<file path="src/rtl/fpa_pkg.sv">
// ----------------------------------------------------------------------------
// fpa_pkg
// Shared types and constants for the signed fixed-point arithmetic unit.
// ----------------------------------------------------------------------------
`default_nettype none

package fpa_pkg;

  localparam int unsigned DATA_W        = 32;
  localparam int unsigned FRAC_BITS_DEF = 14;

  typedef enum logic [3:0] {
    K_TO_FIXED     = 4'd0,
    K_TO_INT_TRUNC = 4'd1,
    K_TO_INT_ROUND = 4'd2,
    K_ADD          = 4'd3,
    K_SUB          = 4'd4,
    K_ADD_INT      = 4'd5,
    K_SUB_INT      = 4'd6,
    K_MUL          = 4'd7,
    K_MUL_INT      = 4'd8,
    K_DIV          = 4'd9,
    K_DIV_INT      = 4'd10
  } kind_t;

  // Side information that rides alongside the divider
  typedef struct packed {
    logic [DATA_W-1:0] res;     // result of every non-division kind
    logic              is_div;  // take the quotient instead of res
    logic              neg;     // quotient sign
    logic              dz;      // zero divisor
  } fpa_side_t;

endpackage

`default_nettype wire

</file>
<file path="src/rtl/fpa_front.sv">
// ----------------------------------------------------------------------------
// fpa_front
// Two register stages: simple kinds, the 32x32 product, divider set-up.
// ----------------------------------------------------------------------------
`default_nettype none

module fpa_front import fpa_pkg::*; #(
  parameter int unsigned FRAC_BITS = FRAC_BITS_DEF,
  parameter int unsigned DW        = DATA_W + FRAC_BITS
) (
  input  wire logic                     clk,
  input  wire logic                     rst,
  input  wire logic                     in_vld,
  input  wire logic [3:0]               in_kind,
  input  wire logic signed [DATA_W-1:0] in_a,
  input  wire logic signed [DATA_W-1:0] in_b,
  output logic                          out_vld,
  output fpa_side_t                     out_side,
  output logic [DW-1:0]                 out_dividend,
  output logic [DATA_W-1:0]             out_divisor
);

  localparam logic signed [DATA_W:0]     ONE33  = (DATA_W+1)'(1) << FRAC_BITS;
  localparam logic signed [DATA_W:0]     HALF33 = ONE33 >>> 1;
  localparam logic signed [DATA_W:0]     MASK33 = ONE33 - (DATA_W+1)'(1);
  localparam logic signed [2*DATA_W-1:0] MASK64 =
      ((2*DATA_W)'(1) << FRAC_BITS) - (2*DATA_W)'(1);

  // stage 1
  logic                       vld1;
  kind_t                      kind1;
  logic [DATA_W-1:0]          simple1;
  logic signed [2*DATA_W-1:0] prod1;
  logic [DW-1:0]              dividend1;
  logic [DATA_W-1:0]          divisor1;
  logic                       neg1;
  logic                       dz1;

  logic [DATA_W-1:0]     simple_next;
  logic signed [DATA_W:0] a33;
  logic signed [DATA_W:0] t33;
  logic signed [DATA_W:0] abs_a;
  logic signed [DATA_W:0] abs_b;
  logic [DW-1:0]         dividend_next;
  logic                  b_zero;
  logic                  is_div_kind;

  always_comb begin
    a33         = {in_a[DATA_W-1], in_a};
    t33         = '0;
    simple_next = '0;
    abs_a       = in_a[DATA_W-1] ? -a33 : a33;
    abs_b       = in_b[DATA_W-1] ? -{in_b[DATA_W-1], in_b} : {in_b[DATA_W-1], in_b};
    b_zero      = (in_b == '0);
    is_div_kind = (kind_t'(in_kind) == K_DIV) || (kind_t'(in_kind) == K_DIV_INT);
    if (kind_t'(in_kind) == K_DIV) begin
      dividend_next = {abs_a[DATA_W-1:0], {FRAC_BITS{1'b0}}};
    end else begin
      dividend_next = DW'(abs_a[DATA_W-1:0]);
    end
    case (kind_t'(in_kind))
      K_TO_FIXED:     simple_next = DATA_W'(in_a << FRAC_BITS);
      K_TO_INT_TRUNC: begin
        t33         = a33 + (in_a[DATA_W-1] ? MASK33 : '0);
        simple_next = DATA_W'(t33 >>> FRAC_BITS);
      end
      K_TO_INT_ROUND: begin
        // halves away from zero, then truncate toward zero
        t33         = in_a[DATA_W-1] ? (a33 - HALF33 + MASK33) : (a33 + HALF33);
        simple_next = DATA_W'(t33 >>> FRAC_BITS);
      end
      K_ADD:          simple_next = DATA_W'(in_a + in_b);
      K_SUB:          simple_next = DATA_W'(in_a - in_b);
      K_ADD_INT:      simple_next = DATA_W'(in_a + (in_b << FRAC_BITS));
      K_SUB_INT:      simple_next = DATA_W'(in_a - (in_b << FRAC_BITS));
      default:        simple_next = '0;
    endcase
  end

  always_ff @(posedge clk) begin
    if (rst) begin
      vld1 <= 1'b0;
    end else begin
      vld1 <= in_vld;
    end
    kind1     <= kind_t'(in_kind);
    simple1   <= simple_next;
    prod1     <= in_a * in_b;
    dividend1 <= dividend_next;
    divisor1  <= b_zero ? DATA_W'(1) : abs_b[DATA_W-1:0];
    neg1      <= in_a[DATA_W-1] ^ in_b[DATA_W-1];
    dz1       <= is_div_kind && b_zero;
  end

  // stage 2: product scaling
  logic signed [2*DATA_W-1:0] prod_adj;
  logic [DATA_W-1:0]          res_next;

  always_comb begin
    prod_adj = prod1 + (prod1[2*DATA_W-1] ? MASK64 : '0);
    case (kind1)
      K_MUL:     res_next = DATA_W'(prod_adj >>> FRAC_BITS);
      K_MUL_INT: res_next = prod1[DATA_W-1:0];
      default:   res_next = simple1;
    endcase
  end

  always_ff @(posedge clk) begin
    if (rst) begin
      out_vld <= 1'b0;
    end else begin
      out_vld <= vld1;
    end
    out_side.res    <= res_next;
    out_side.is_div <= (kind1 == K_DIV) || (kind1 == K_DIV_INT);
    out_side.neg    <= neg1;
    out_side.dz     <= dz1;
    out_dividend    <= dividend1;
    out_divisor     <= divisor1;
  end

endmodule

`default_nettype wire

</file>
<file path="config.mk">
export PLATFORM = sky130hd
export DESIGN_NAME = fpa_front
export DESIGN_NICKNAME = d
export VERILOG_FILES = /design/src/rtl/fpa_pkg.sv /design/src/rtl/fpa_front.sv
export SDC_FILE = /design/constraint.sdc
export NUM_CORES = 2
export LEC_CHECK = 0
export CORE_MARGIN = 1.5
export CORE_UTILIZATION = 65
export CTS_CLUSTER_DIAMETER = 30
export CTS_CLUSTER_SIZE = 20
export DETAILED_ROUTE_END_ITERATION = 8
export DONT_BUFFER_PORTS = 1
export PLACE_DENSITY = 0.87
export SYNTH_ARGS = -nofsm -noshare
export SYNTH_HDL_FRONTEND = slang
export SYNTH_SLANG_ARGS = --single-unit
</file>
<file path="constraint.sdc">
create_clock -name clk -period 29.8 [get_ports clk]
set_clock_uncertainty 0.05 [all_clocks]
set_input_delay 8.94 -clock clk [delete_from_list [all_inputs] [get_ports clk]]
set_output_delay 8.94 -clock clk [all_outputs]
set_load 0.1 [all_outputs]
</file>
# == Word-level counts from Yosys, hierarchy flattened ==
# Index checks and enable logic that the tools add are counted.
# totals
regBits,295
in_bits,71
output_inout_bits,114
wordCells,58
# op_classes
addsub,11
multipliers,1
eq_ne,12
n_mux,8
n_bitwise,2
reduce_logical,6
# ops
cell,n
$pmux W32 S7,1
$add A32 B32 Y32,2
$mul A32 B32 Y64,1
$mux W32,2
$neg A32 Y32,2
$pmux W32 S2,1
$sub A32 B32 Y32,2
$add A46 B14 Y46,1
$add A32 B15 Y33,1
$add A32 B15 Y33 const B,1
$add A33 B15 Y33 const B,1
$mux W33,1
$sub A32 B15 Y33 const B,1
$logic_not A32 Y1,1
$mux W31,1
$mux W14,2
$eq A4 B4 Y1 const B,5
$eq A4 B3 Y1 const B,4
$eq A4 B2 Y1 const B,2
$eq A4 B1 Y1 const B,1
$logic_not A4 Y1,1
$logic_or A1 B1 Y1,2
$reduce_or A2 Y1,1
$logic_and A1 B1 Y1,1
other kinds (2),2

# == Logic depth before layout (Yosys ltp) ==
# logic_depth
ltp_word,4
mapped_depth,31
ltp_nobuf,28

# == Worst setup path before layout ==
# Ideal clock, no wire load.
# synth_path
path_type,in2reg
startpoint,input in_a[31]
endpoint,register prod1[63]
setup_time_ns,0.121
t_arrival_ns,16.202
setup_slack_ns,13.428
cell_stages,27
path_cell_list,clkbuf_1 > clkbuf_1 > buf_1 > nand2_1 > inv_1 > fa_1 > fa_1 > inv_1 > fa_1 > inv_1 > fa_1 > inv_1 > fa_1 > inv_1 > fa_1 > inv_1 > fa_1 > inv_1 > fa_1 > ha_1 > a21o_1 > a21o_1 > a21oi_1 > o21ai_0 > a21oi_1 > o211ai_1 > xnor2_1
# synth_via
elab_chain_cells,1
# synth_rtl
item,line_no,text
start: declaration,fpa_front.sv:15,"input wire logic signed [DATA_W-1:0] in_a,"
$mul A32 B32 Y64,fpa_front.sv:88,prod1 <= in_a * in_b;
end signal: assignment,fpa_front.sv:88,
end: declaration,fpa_front.sv:33,logic signed [2*DATA_W-1:0] prod1;
# Every way passes these cells.
# A chain may end at the register's enable or synchronous reset.

# == Final worst setup path ==
# layout_path
startpoint,input in_a[31]
endpoint,register prod1[45]
# The elaborated chain is that of the path after synthesis.

==> out/results.tsv <==
metric	value	unit
setup_tns	0	ps
status	complete, no violations	
critical path class	in2reg	
drt first pass iters	9	
Worst-Skew Late Latency	550	ps
routability cong.	1.01	
initial antenna violation count	7	
Worst slew margin	29.7	%
Nets	6489	
core outline area	0.0746	mm²
Worst Hold Class	reg2reg	
minimum clock period	16480	ps
Synth cell types	82	
DRC marker count from the first detailed-route iteration	4276	
Worst setup EP type	flop	
Mapped Nets	6733	
CTS clk-pin slew, worst paths	60	ps
most common cell after layout, fill and taps aside	fa_1	
number of synthesized flops with an enable pin	0	
critical path data required time	30190	ps
HP Start	divisor1[8]	
die width	278	µm
clock sinks	278	
Fillers	5427	
placed standard-cell area	0.0492	mm²
Synth Warn #	0	
Synth async-reset ratio	0	%
measured slew at the worst slew-check pin	1050	ps
Gate Count Post-Synth	5313	
flop-to-flop setup slack	25610	ps
die area	0.0771	mm²
pre-CTS setup slack	13000	ps
I/O pin cnt	185	
critical path arrival	16870	ps
WL/cell	24.7	µm
# resized after CTS	0	
Area growth, synth to finish	3.51	%
Main synth FF type	dfxtp_1	
TritonCTS clock tree	yes	
most frequent cells in the layout	fa_1 (1084), inv_1 (1057), nand2_1 (656)	
CP max FO	82	
unrepaired setup endpoints after global routing	no	
die height	278	µm
CTS Buf Count	43	
post-route clock period utilization	55.3	%
H-tree Lvls	2	
max-cap viol count	0	
vias per cell	6.24	
syn avg cell area	9.23	µm²
detailed-route via count	37877	
first-pass GRT wire length	236	mm
Final setup viols	0	
Final Hold Viols	0	
Critical Path Max Stage Delay	820	ps
Post-CTS Hold Buffers	0	
Initial Util	65.7	%
grt total ovfl	0	
Achievable Freq	60.7	MHz
largest net degree at the start of global routing	83	
gr usage total	40.3	%
clk buf depth	3	
Yosys reg bits	278	
Cell Chain, Critical Path	clkinv_1 > nor2_1 > ha_1 > inv_1 > fa_1 > inv_1 > fa_1 > inv_1 > fa_1 > inv_1 > fa_1 > fa_1 > fa_1 > inv_1 > fa_1 > inv_1 > ha_1 > a211o_1 > o31ai_1 > o21ai_1 > a31oi_1 > a31oi_1 > o311ai_0	
post-synthesis sequential area ratio	11.4	%
Slew Limit Fails	0	
Post-DRT Antenna Nets	0	
RR Startpoint	prod1[63]	
Post-CTS Setup Inserts	0	
total wire length	150	mm
num rows	100	
number of global-route vias before repair	41266	
Final HPWL DP	106	mm
CP most frequent cell	fa_1	
Cell Area, Synth	0.0490	mm²
CP max stage cell	a31oi_1	
layout cells sized above 1	2.25	%
number of remaining DRC errors	0	
fin area	0.0507	mm²
Clk Tree Root Cell	clkbuf_16	
crit path launch type	input pin	
# port buffers	0	
Critical Path Start	in_a[31]	
worst setup margin	13320	ps
-- cell families (layout without fill, tap and decap cells) --
| logic type | Yosys count | in the layout | share of synthesized area (%) |
|---|---|---|---|
| compound gates | 481 | 481 | 6.47 |
| xor+xnor | 238 | 238 | 4.25 |
| fa+ha+maj | 1349 | 1349 | 51.0 |
| buf+inv | 1362 | 1152 | 10.4 |
| flops | 278 | 278 | 11.4 |
| mux | 25 | 25 | 0.513 |
| other cells | 0 | 2 | 0 |
| simple gates | 1580 | 1580 | 15.9 |
-- stage by stage --
stage          instances  util [%]  hold slack [ps]
3_3_place_gp        5993      66.0              260
6_report            6074      68.0              276
4_1_cts             6072      68.0              276
2_1_floorplan       5313         -              260
5_1_grt             6072      68.0              266
3_5_place_dp        5993      66.0              262
-- sequential cells by signal, summed over array words and instances, names as in the netlist, 4 cells and up --
| register | count |
|---|---|
| dividend1 | 46 |
| divisor1 | 32 |
| kind1 | 4 |
| out_dividend | 46 |
| out_divisor | 32 |
| out_side | 35 |
| prod1 | 47 |
| simple1 | 32 |
-- routing by layer --
metal	wire length (µm)	track usage, %	vias to the layer above
met2	67800	63.1	2827
met3	18800	10.0	879
li1	-	-	15491
met5	21	0	-
met1	50300	49.4	18676
met4	13300	28.0	4
-- path summary, 6_finish.rpt --
kind	endpoint	cells after the start
worst max register to register	out_side[29]	10
worst max-delay path	prod1[45]	23
worst min register to register	out_divisor[8]	0
worst min-delay path	out_divisor[8]	0
-- cell usage after synthesis (9+ instances only) --
cell type	instances	area (µm²)
fa_1	1084	21700
inv_1	1057	3970
nand2_1	656	2460
and2_1	480	3000
dfxtp_1	278	5570
ha_1	265	3320
clkbuf_1	262	983
nor2_1	184	691
xnor2_1	138	1210
o21ai_0	120	601
xor2_1	100	876
a21oi_1	96	480
nand3_1	45	225
a22oi_1	38	285
buf_1	37	139
a21o_1	36	270
nor3_1	36	180
nand2b_1	34	213
mux2i_1	24	240
nand4_1	23	144
o21a_1	22	165
and3_1	21	131
nor2b_1	21	131
o31ai_1	19	143
or3_1	19	119
a31oi_1	17	106
o211ai_1	17	128
a211oi_1	15	113
a221oi_1	13	114
nor4_1	12	75.1
nor3b_1	9	67.6
-- final cells by class --
cell class / count / area, µm² / share of cell area [%]
multi-input combinational: 3673 / 38300 / 75.6
sequential: 278 / 5570 / 11.0
inverter: 1061 / 3980 / 7.85
tap: 969 / 1210 / 2.39
clock buffer: 43 / 1080 / 2.12
clock inverter: 36 / 463 / 0.912
timing repair buffer: 12 / 90.1 / 0.178
antenna: 2 / 5.00 / 0.00986
-- critical path: cells and delay by family --
family,cells,cell delay (ps)
adder cells (fa/ha/maj),9,4150
AO/OA/AOI/OAI,6,2670
AND/OR/NAND/NOR,1,310
buffers and inverters,7,750
Power is left out: the tool's default activity adds up to more than one toggle a clock period on the data nets, which glitch-free logic cannot reach.
